### config.mk
export PLATFORM = sky130hd
export DESIGN_NAME = msq_list_table
export DESIGN_NICKNAME = d
export VERILOG_FILES = /design/src/design/msq_pkg.sv /design/src/design/msq_list_table.sv
export SDC_FILE = /design/constraint.sdc
export NUM_CORES = 1
export LEC_CHECK = 0
export BUFFER_PORTS_ARGS = -buffer_cell sky130_fd_sc_hd__buf_2
export CELL_PAD_IN_SITES_DETAIL_PLACEMENT = 0
export CELL_PAD_IN_SITES_GLOBAL_PLACEMENT = 1
export CORE_ASPECT_RATIO = 0.7
export CORE_MARGIN = 4
export CORE_UTILIZATION = 45
export CTS_CLUSTER_SIZE = 24
export DETAILED_ROUTE_END_ITERATION = 10
export GPL_ROUTABILITY_DRIVEN = 0
export GPL_TIMING_DRIVEN = 0
export MAX_ROUTING_LAYER = met4
export PLACE_DENSITY_LB_ADDON = 0.2
export SLEW_MARGIN = 25
export SYNTH_ARGS = -nofsm -noshare
export SYNTH_HDL_FRONTEND = slang
export SYNTH_SLANG_ARGS = --single-unit
### constraint.sdc
create_clock -name clk -period 4.5 [get_ports clk]
set_clock_uncertainty 0.15 [all_clocks]
set_input_delay 0.45 -clock clk [delete_from_list [all_inputs] [get_ports clk]]
set_output_delay 0.45 -clock clk [all_outputs]
set_load 0.01 [all_outputs]
### src/design/msq_pkg.sv
// Shared types and constants for the multi stack/queue engine.
// Beat layouts, opcode and status codes, and the node pool control bundle.
// No dependencies.
package msq_pkg;

    // Default sizes
    localparam int DEF_LISTS      = 16;
    localparam int DEF_POOL_DEPTH = 256;
    localparam int DEF_DATA_WIDTH = 32;

    // Beat field widths
    localparam int OPCODE_W  = 2;
    localparam int LIST_ID_W = 4;
    localparam int KIND_W    = 1;
    localparam int VALUE_W   = 32;
    localparam int STATUS_W  = 3;

    // Input beat: opcode, list_id, kind, value from bit 0 up
    localparam int IN_OP_LSB    = 0;
    localparam int IN_ID_LSB    = IN_OP_LSB + OPCODE_W;
    localparam int IN_KIND_LSB  = IN_ID_LSB + LIST_ID_W;
    localparam int IN_VALUE_LSB = IN_KIND_LSB + KIND_W;
    localparam int IN_USED_W    = IN_VALUE_LSB + VALUE_W;
    localparam int S_TDATA_W    = ((IN_USED_W + 7) / 8) * 8;

    // Output beat: status, popped_value from bit 0 up
    localparam int OUT_USED_W = STATUS_W + VALUE_W;
    localparam int M_TDATA_W  = ((OUT_USED_W + 7) / 8) * 8;
    localparam int M_PAD_W    = M_TDATA_W - OUT_USED_W;

    typedef enum logic [OPCODE_W-1:0] {
        OP_CREATE = 2'd0,
        OP_PUSH   = 2'd1,
        OP_POP    = 2'd2,
        OP_NONE   = 2'd3
    } opcode_t;

    typedef enum logic [STATUS_W-1:0] {
        ST_OK      = 3'd0,
        ST_EXISTS  = 3'd1,
        ST_MISSING = 3'd2,
        ST_EMPTY   = 3'd3,
        ST_FULL    = 3'd4
    } status_t;

    // Node pool strobes
    typedef struct packed {
        logic rd_en;
        logic val_we;
        logic link_we;
    } msq_pool_ctrl_t;

endpackage

### src/design/msq_list_table.sv
// Per-list descriptor table: exists/queue flags, head and tail pointers.
// One read port, one write port. Depends on msq_pkg only for house style.
module msq_list_table #(
    parameter int LISTS = 16,
    parameter int LW    = 4,
    parameter int PW    = 9
) (
    input  logic          clk,
    input  logic          rst_n,
    input  logic [LW-1:0] rd_idx,
    output logic          rd_exists,
    output logic          rd_queue,
    output logic [PW-1:0] rd_head,
    output logic [PW-1:0] rd_tail,
    input  logic          wr_en,
    input  logic [LW-1:0] wr_idx,
    input  logic          wr_queue,
    input  logic [PW-1:0] wr_head,
    input  logic [PW-1:0] wr_tail
);
    import msq_pkg::*;

    logic [LISTS-1:0] exists_reg;
    logic [LISTS-1:0] queue_reg;
    logic [PW-1:0]    head_reg [LISTS];
    logic [PW-1:0]    tail_reg [LISTS];

    // flags need reset; pointers are rewritten by create
    always_ff @(posedge clk or negedge rst_n)
    begin
        if (!rst_n)
        begin
            exists_reg <= '0;
            queue_reg  <= '0;
        end
        else if (wr_en)
        begin
            exists_reg[wr_idx] <= 1'b1;
            queue_reg[wr_idx]  <= wr_queue;
        end
    end

    always_ff @(posedge clk)
    begin
        if (wr_en)
        begin
            head_reg[wr_idx] <= wr_head;
            tail_reg[wr_idx] <= wr_tail;
        end
    end

    assign rd_exists = exists_reg[rd_idx];
    assign rd_queue  = queue_reg[rd_idx];
    assign rd_head   = head_reg[rd_idx];
    assign rd_tail   = tail_reg[rd_idx];

endmodule

# After elaboration in Yosys (flattened, before gate mapping)
# Memory sizes are Yosys's and may differ from the RTL's.
# Cells that the tools add are included.
# W data, S select, Z words.
# word_totals
ff_bits	32
ram_bits	288
inputBits	30
out_inout_bits	20
elab_cells	18
memories	2
# classes
order_cmp	3
muxes	9
n_bitwise	1
n_reduce_logical	1
# memory_table
name	depth	word_bits	rd	rd_clocked_by_memory_dff	wr	line	text
head_reg	16	9	1	0	1	msq_list_table.sv:25	logic [PW-1:0] head_reg [LISTS];
tail_reg	16	9	1	0	1	msq_list_table.sv:26	logic [PW-1:0] tail_reg [LISTS];
# op_table
op	count
$bwmux W16	1
$or A16 B16 Y16	1
$lt A4 B5 Y1 const B	2
$bmux W1 S4	2
$mux W1	5
$demux W1 S4	1
$ge A4 B1 Y1 const B	1
$logic_and A1 B1 Y1	1

# Logic depth before layout (Yosys ltp)
# Gate-level depths: netlist (run 1).
# depth
ltp_word	5
depth_mapped	5
depth_no_buf	3

# Worst setup path after synthesis (run 1)
# No wires, ideal clock.
# synth_path
path_type	in2reg
startpoint	in wr_idx[2]
endpoint	reg queue_reg[8]
setup_ns	0.125
t_arrival_ns	2.459
required_ns	4.225
slack_ns	1.767
stages	3
path_buffers	0
cell_sequence	nand3b_1 -> nor3_1 -> mux2_2
# synth_between
elab_chain_cells	5
elab_cells_between_ends	6
cone_classes	2 x order compare; 3 x mux; 1 x reduce/logical
# synth_lines
item	line	text
from (decl)	msq_list_table.sv:16	input logic [LW-1:0] wr_idx,
$lt A4 B5 Y1 (implied by the code) or $ge A4 B1 Y1 (tied branches)	msq_list_table.sv:39	queue_reg[wr_idx] <= wr_queue;
$logic_and A1 B1 Y1 (implied by the code)	msq_list_table.sv:39	
$mux W1 (implied by the code)	msq_list_table.sv:39	
$demux W1 S4 (*)	msq_list_table.sv:39	
$bwmux W16 (*)	msq_list_table.sv:39	
to (signal, indexed assignment)	msq_list_table.sv:39	
to (decl)	msq_list_table.sv:24	logic [LISTS-1:0] queue_reg;
# Mark *: on every way between the ends. The rest lies on a longest branch, timed or not.
# A chain may end at the register's enable or synchronous reset.

# Final worst setup path (run 1)
# layout_path
startpoint	in rd_idx[1]
endpoint	out rd_head[1]
# layout_between
elab_chain_cells	1
# layout_lines
item	line	text
from (decl)	msq_list_table.sv:10	input logic [LW-1:0] rd_idx,
$mem_v2 Z16 W9	-	
to (decl)	msq_list_table.sv:13	output logic [PW-1:0] rd_head,
# No other way between the ends.

==> results of run 1 <==
## final timing paths
| path | start | to | cells past startpoint |
|---|---|---|---|
| max in group asynchronous | rst_n | queue_reg[13] | 2 |
| worst min register to register | exists_reg[2] | exists_reg[2] | 1 |
| min in group asynchronous | rst_n | exists_reg[0] | 2 |
| worst min-delay path | wr_queue | queue_reg[3] | 2 |
| worst max-delay path | rd_idx[1] | rd_head[1] | 6 |
| worst max register to register | exists_reg[12] | exists_reg[12] | 1 |
## per-stage QoR
step / std cells / setup WS, ns
2_1_floorplan: 546 / 1.77
3_3_place_gp: 957 / 0.157
3_5_place_dp: 977 / 1.50
4_1_cts: 1036 / 1.49
5_1_grt: 1036 / 1.36
6_report: 1036 / 1.43
## kinds of logic after synthesis
group | Yosys count | share of synthesized area [%]
DFF | 320 | 77.0
buffers and inverters | 27 | 1.26
AOI/OAI and AO/OA | 40 | 2.45
muxes | 96 | 16.6
and+or+nand+nor | 63 | 2.60
## cell usage in the layout, fill, tap and decap left out, types with 2 or more instances in the layout
master	count
buf_12	3
clkinv_2	9
or2_2	16
edfxtp_1	288
bufinv_16	6
buf_2	48
nand2b_1	2
inv_6	2
mux2_2	16
clkbuf_1	18
clkbuf_8	5
nor3_2	3
buf_16	7
a22oi_1	40
buf_4	12
mux4_1	16
nand3b_1	2
nor2_4	12
clkbuf_16	31
nor2b_1	2
buf_6	7
dfrtp_1	32
nand2_1	21
clkinvlp_4	3
mux4_2	64
## repair_timing
action,in CTS,in global routing
hold buffers,1,0
endpoints found under the hold margin,32,0
setup buffers,0,0
## layer usage
metal | global-route usage (%) | routed length (µm) | up-vias
met5 | - | 0 | -
li1 | - | - | 2504
met4 | 3.05 | 429 | 0
met3 | 3.89 | 1840 | 33
met2 | 27.4 | 12400 | 182
met1 | 28.5 | 12200 | 3135
## final cells by class
class	count	area, µm²	share of cell area [%]
Buffer	27	155	1.07
Clock buffer	37	848	5.84
Clock inverter	21	269	1.85
Multi-Input combinational cell	199	2770	19.0
Sequential cell	320	9450	65.1
Tap cell	364	455	3.14
Timing Repair Buffer	68	581	4.00
## power by group through the flow
stage | sequential (mW) | combinational [mW] | clock (mW)
6_report | 3.39 | 0.441 | 2.77
3_3_place_gp | 3.45 | 0.414 | 0
3_5_place_dp | 3.45 | 0.444 | 0
2_1_floorplan | 3.44 | 0.260 | 0
4_1_cts | 3.39 | 0.447 | 2.82
5_1_grt | 3.40 | 0.478 | 2.96
==> metrics.cfg, run 1 <==
[status]
status = completed

[synthesis]
ys_top_cells_by_count = edfxtp_1 (288), mux4_2 (64), a22oi_1 (40)
synth_edf_count = 288
yosysSeqAreaShare_pct = 77.0
netlist_area_mm2 = 0.0123
synth_area_leader_cell = edfxtp_1
synth_flop_cell = edfxtp_1
synth_area_leaders = edfxtp_1 (71%), mux4_2 (12%), dfrtp_1 (6.5%)
syn_inst = 546
syn_avg_cell_area_um2 = 22.5
ys_types = 21
synth-seq-cells = 320
post-synth-top-count-cell = edfxtp_1
synth_fp_nets = 576
synth-async-reset-ratio_pct = 10.0
synth_top_area_share_pct = 70.5
yosysWarnings = 0

[floorplan]
io_pins = 50
dieArea_mm2 = 0.0300
rows = 50
die_h_um = 146
core-area_mm2 = 0.0268
die_w_um = 205
start_util_pct = 45.8

[worst_setup_path]
max_stage_delay_ns = 0.62
crit_type = input pin to output pin
cp_common_cell = buf_2
worstSetupEndpointType = output pin
required_ns = 3.90
crit_path_start_kind = input pin
cp_top_family = buffers and inverters
cp.buffers_inverters = 3
r2r_slack_ns = 3.56
crit_chain = buf_2 > clkbuf_1 > mux4_2 > a22oi_1 > nand2_1 > buf_2
slowest_stage = clkbuf_1
critPathMaxFanout = 10
arrival_ns = 2.47

[power]
intPower_mw = 5.24
report.power.total_mw = 6.60
clkPwrFrac_pct = 41.9
seqPwrFrac_pct = 51.4
power_density_mw_per_mm2 = 455
p_leak_nw = 4.83
comb_power_share_pct = 6.7
p_sw_mw = 1.36
peakVddDrop_mv = 0.238
switching_share_pct = 20.6

[global_route]
track_usage_pct = 18.8
grt_pass1_vias = 6148
grt_start_max_net_pins = 33
antenna_found_initial = 0
grt_pass1_wl_um = 40500
grt_overflow = 0

[layout]
fin_nets = 677
area_growth_pct = 18.4
final_layout_size_suffix_gt1_share_pct = 36.6
n_fill_cell = 2052
fin_util_pct = 54.2
finish.instance_area_mm2 = 0.0145
antenna_cells = 0

[sta]
fin_crit_ns = 3.07
fin_hold_ws_ns = 0.123
final-hold-violation-count = 0
max_clock_freq_ghz = 0.326
rsz0062_at_grt = false
setup_viol = 0
finalCritPeriodShare_pct = 68.1
final-max-slew-violation-count = 0
worst_pin_slew_ns = 0.781
relSlewSlack_pct = 48.0
tns_ns = 0

[clock_tree]
cts.sinks = 320
numCtsBuffers = 31
cts_resized = 0
clock_latency_ns = 0.55
clockBufferDepth = 3
path_clk_slew_ns = 0.06
cts-htree-levels = 1
cts_root_buffer = clkbuf_16
cts_tree = yes

[run]
cap_violations = 0

[route]
viasPerCell = 5.65
antenna_left = 0
postRouteWirelength_um = 26900
drc = 0
vias = 5854
dr.pass1.iters = 5
wire_per_inst_um = 25.9
drt_iter0_markers = 419

[placed_design]
dp_hpwl_um = 17300
placed_cell_area_mm2 = 0.0134
port_buffers = 47

[min_path]
min_path_type = input pin to register

No activity file was read; power rests on OpenSTA's default activity.
==> inputs of run 2 (changes only) <==
==> constraint.sdc (replaced) <==
create_clock -name clk -period 3.2 [get_ports clk]
set_clock_uncertainty 0.15 [all_clocks]
set_input_delay 0.32 -clock clk [delete_from_list [all_inputs] [get_ports clk]]
set_output_delay 0.32 -clock clk [all_outputs]
set_load 0.01 [all_outputs]
==> run 2 against run 1 <==
- cell count rose by 0.87%
- via count grew 0.53%
- first-iteration DRC count rose by 5.0%
- sequential power grew 41%
- register-to-register slack worse by 1.3 ns
- setup slack got worse by 1.0 ns
- global-route usage about the same
- power up 41%
- combinational power grew 43%
- count of clock-buffer cells in the layout is the same
- critical path type unchanged
- largest power group unchanged
==> metrics.cfg, run 2 (synthesis gave the netlist of run 1 again) <==
[route]
drc = 0
viasPerCell = 5.63
drt_iter0_markers = 440
dr.pass1.iters = 5
postRouteWirelength_um = 26900
antenna_left = 0
vias = 5885
wire_per_inst_um = 25.7

[clock_tree]
cts_root_buffer = clkbuf_16
clockBufferDepth = 3
cts_tree = yes
path_clk_slew_ns = 0.06
numCtsBuffers = 31
clock_latency_ns = 0.55
cts.sinks = 320
postCtsSetupBuffers = 0
cts-htree-levels = 1

[floorplan]
start_util_pct = 45.8
die_h_um = 146
core-area_mm2 = 0.0268
rows = 50
die_w_um = 205
dieArea_mm2 = 0.0300
io_pins = 50

[layout]
layout_commonest_cell = edfxtp_1
fin_nets = 686
antenna_cells = 0
fin_util_pct = 54.6
final_layout_size_suffix_gt1_share_pct = 36.1
area_growth_pct = 19.1
final_cell_mix = edfxtp_1 (288), mux4_2 (64), buf_2 (48)

[power]
power_density_mw_per_mm2 = 636
peakVddDrop_mv = 0.338
p_leak_nw = 4.86

[worst_setup_path]
arrival_ns = 2.33
required_ns = 2.73
crit_type = input pin to output pin
crit_path_start_kind = input pin
critPathMaxFanout = 10
worstSetupEndpointType = output pin

[sta]
setup_viol = 0
fin_crit_ns = 2.80
final-hold-violation-count = 0
max_clock_freq_ghz = 0.358
rsz0062_at_grt = false
worst_pin_slew_ns = 0.791
final-max-slew-violation-count = 0
tns_ns = 0
relSlewSlack_pct = 47.2
finalCritPeriodShare_pct = 87.4

[global_route]
grt_pass1_vias = 6194
grt_overflow = 0
grt_start_max_net_pins = 33
antenna_found_initial = 0
track_usage_pct = 18.9
grt_pass1_wl_um = 40600

[min_path]
min_path_type = input pin to register

[placed_design]
dp_hpwl_um = 17300
port_buffers = 47

[status]
status = completed

[run]
cap_violations = 0

## run 2: cell count changes in the layout (fill, tap and decap cells not counted)
cell           delta
dlygate4sd3_1     +9
## run 2: report_power, final
part	switching (mW)	internal, mW	leakage (nW)
registers	0.0556	4.72	2.96
clock network	1.52	2.37	0.550
logic	0.339	0.290	1.35
## run 2: worst paths after layout
check	from	to	slack (ns)	cells after the start
worst max-delay path	rd_idx[1]	rd_head[1]	0.40	6
worst min-delay path	wr_tail[6]	tail_reg[10][6]	0.03	1
worst max register to register	exists_reg[11]	exists_reg[11]	2.26	1
worst min register to register	exists_reg[2]	exists_reg[2]	0.31	1
max in group asynchronous	rst_n	queue_reg[13]	2.18	2
min in group asynchronous	rst_n	exists_reg[0]	0.24	2
## run 2: area by class of cell
class	instances	area, µm²
Timing Repair Buffer	77	671
Clock inverter	21	269
Sequential cell	320	9450
Buffer	27	155
Clock buffer	37	848
Fill cell	2044	12200
Tap cell	364	455
Multi-Input combinational cell	199	2770
## run 2: metrics by stage
stage	hold WS (ns)	instance area (µm²)	std cells	power (mW)	setup slack, ns
after global routing	0.0175	14600	1045	9.63	0.324
after detailed placement	0.268	13400	977	5.48	0.457
after CTS	0.00206	14600	1045	9.38	0.454
final	0.0272	14600	1045	9.29	0.403
after global placement	0.241	13000	957	5.43	-1.01
after floorplan	-0.126	12300	546	5.20	0.597
## run 2: worst max-delay path, cell delays in order
cell      delay (ns)
buf_2           0.22
clkbuf_1        0.62
mux4_2          0.40
a22oi_1         0.47
nand2_1         0.12
buf_2           0.16
## run 2: timing repair
item / in CTS / in global routing
hold endpoints to repair: 148 / 0
resized for setup: 0 / 0
hold buffers: 10 / 0
## run 2: metal layers
| metal | vias up | part of all wire, % | global-route usage (%) |
|---|---|---|---|
| li1 | 2522 | - | - |
| met1 | 3162 | 46 | 28.6 |
| met2 | 168 | 46 | 27.4 |
| met3 | 33 | 6.5 | 3.89 |
| met4 | 0 | 1.6 | 3.05 |
| met5 | - | 0 | - |
==> inputs of run 3 (changes only) <==
--- a/config.mk
+++ b/config.mk
@@ -15,8 +15,9 @@
 export DETAILED_ROUTE_END_ITERATION = 10
 export GPL_ROUTABILITY_DRIVEN = 0
 export GPL_TIMING_DRIVEN = 0
+export HOLD_SLACK_MARGIN = 0.1
 export MAX_ROUTING_LAYER = met4
-export PLACE_DENSITY_LB_ADDON = 0.2
+export PLACE_DENSITY_LB_ADDON = 0.1
 export SLEW_MARGIN = 25
 export SYNTH_ARGS = -nofsm -noshare
 export SYNTH_HDL_FRONTEND = slang
==> run 3 against run 2 <==
- cell count is 1.1% higher
- non-clock buffer count grew 13
- global-route usage up 0.48 points
- core utilization is 0.089 points lower
- critical endpoint is now rd_exists
- highest routed layer unchanged
==> metrics.cfg, run 3 (synthesis gave the netlist of run 1 again) <==
[status]
status = completed

[global_route]
grt_start_max_net_pins = 33
grt_overflow = 0
antenna_found_initial = 0
grt_pass1_vias = 6153
track_usage_pct = 19.3
grt_pass1_wl_um = 41100

[clock_tree]
numCtsBuffers = 30
path_clk_slew_ns = 0.06
cts_root_buffer = clkbuf_16
clock_latency_ns = 0.54
cts-htree-levels = 1
clockBufferDepth = 3
cts_resized = 0
cts_tree = yes
cts.sinks = 320

[floorplan]
die_w_um = 205
die_h_um = 146
io_pins = 50
dieArea_mm2 = 0.0300
start_util_pct = 45.8
core-area_mm2 = 0.0268
rows = 50

[sta]
final-max-slew-violation-count = 0
rsz0062_at_grt = false
max_clock_freq_ghz = 0.343
finalCritPeriodShare_pct = 91.1
setup_viol = 0
fin_hold_ws_ns = 0.266
fin_crit_ns = 2.91
relSlewSlack_pct = 38.0
final-hold-violation-count = 0
worst_pin_slew_ns = 0.930

[worst_setup_path]
arrival_ns = 2.44
slowest_stage = clkbuf_1
cp_common_cell = buf_2
r2r_slack_ns = 2.26
worstSetupEndpointType = output pin
crit_path_start_kind = input pin
crit_chain = buf_2 > clkbuf_1 > mux4_2 > a22oi_1 > nand2_1 > buf_2
reg2reg_depth = 1
startpoint = rd_idx[1]
max_stage_delay_ns = 0.72
timing.rr.start = exists_reg[8]
required_ns = 2.73
crit_type = input pin to output pin
critPathMaxFanout = 10
r2r-end = exists_reg[8]

[layout]
layout_commonest_cell = edfxtp_1
finish.instance_area_mm2 = 0.0146
fin_nets = 698
final_cell_mix = edfxtp_1 (288), mux4_2 (64), buf_2 (48)
final_layout_size_suffix_gt1_share_pct = 33.5
antenna_cells = 0
area_growth_pct = 19.0

[route]
vias = 5929
antenna_left = 0
drc = 0
viasPerCell = 5.61
wire_per_inst_um = 26.1
postRouteWirelength_um = 27600
drt_iter0_markers = 480
dr.pass1.iters = 4

[placed_design]
dp_hpwl_um = 18300
port_buffers = 47
placed_cell_area_mm2 = 0.0134

[power]
p_leak_nw = 4.84
peakVddDrop_mv = 0.357
power_density_mw_per_mm2 = 605

[run]
cap_violations = 0

[min_path]
min_path_type = input pin to async pin

## run 3: cell count changes in the layout (fill, tap and decap cells not counted), moves of 2 or more
cell,change
inv_6,-2
clkinv_1,+4
dlygate4sd3_1,+12
clkinv_2,-4
buf_12,-3
bufinv_16,-4
clkinvlp_4,-3
clkbuf_1,+9
buf_8,+5
clkbuf_8,-2
## run 3: where the power goes
| group | leakage [nW] | internal, mW | switching, mW |
|---|---|---|---|
| Combinational | 1.41 | 0.301 | 0.345 |
| Clock | 0.466 | 1.96 | 1.46 |
| Sequential | 2.96 | 4.72 | 0.0539 |
| Total | 4.84 | 6.98 | 1.86 |
## run 3: how the worst max path moves through the flow
stage | slack, ns | cells past startpoint | end
after floorplan | 0.60 | 3 | queue_reg[8]
after global placement | -1.26 | 4 | queue_reg[12]
after detailed placement | 0.37 | 6 | rd_exists
after CTS | 0.37 | 6 | rd_exists
after global routing | 0.11 | 6 | rd_exists
final | 0.29 | 6 | rd_exists
## run 3: area by class of cell
type	instances	area, µm²
fill	2092	12200
sequential	320	9450
clock inverter	13	120
tap	364	455
multi-input combinational	199	2770
clock buffer	43	830
timing repair buffer	90	815
buffer	27	155
## run 3: timing repair
action                                 4_1_cts  5_1_grt
buffers inserted                             0        0
endpoints found under the hold margin      328        0
hold buffers                                22        0
## run 3: critical path: cells and delay by family
kind | cells | cell delay (ns)
mux | 1 | 0.42
compound gates | 1 | 0.55
simple gates | 1 | 0.10
buf+inv | 3 | 1.05
## run 3: metrics by stage
stage	TNS, ns	power [mW]	setup WS [ns]	std cells	utilization [%]
after global placement	-72.50	5.43	-1.26	957	48.4
after CTS	0	8.91	0.367	1056	54.5
after global routing	0	9.18	0.111	1056	54.5
after floorplan	0	5.20	0.597	546	-
final	0	8.83	0.285	1056	54.5
after detailed placement	0	5.49	0.370	978	50.1
## run 3: layer usage
layer / GRT usage, % / part of all wire [%] / vias to the layer above / wire [µm]
met3: 3.97 / 6.5 / 33 / 1810
met2: 28.8 / 47 / 194 / 12900
met5: - / 0 / - / 0
met4: 3.82 / 1.6 / 0 / 441
li1: - / - / 2552 / -
met1: 28.4 / 45 / 3150 / 12400
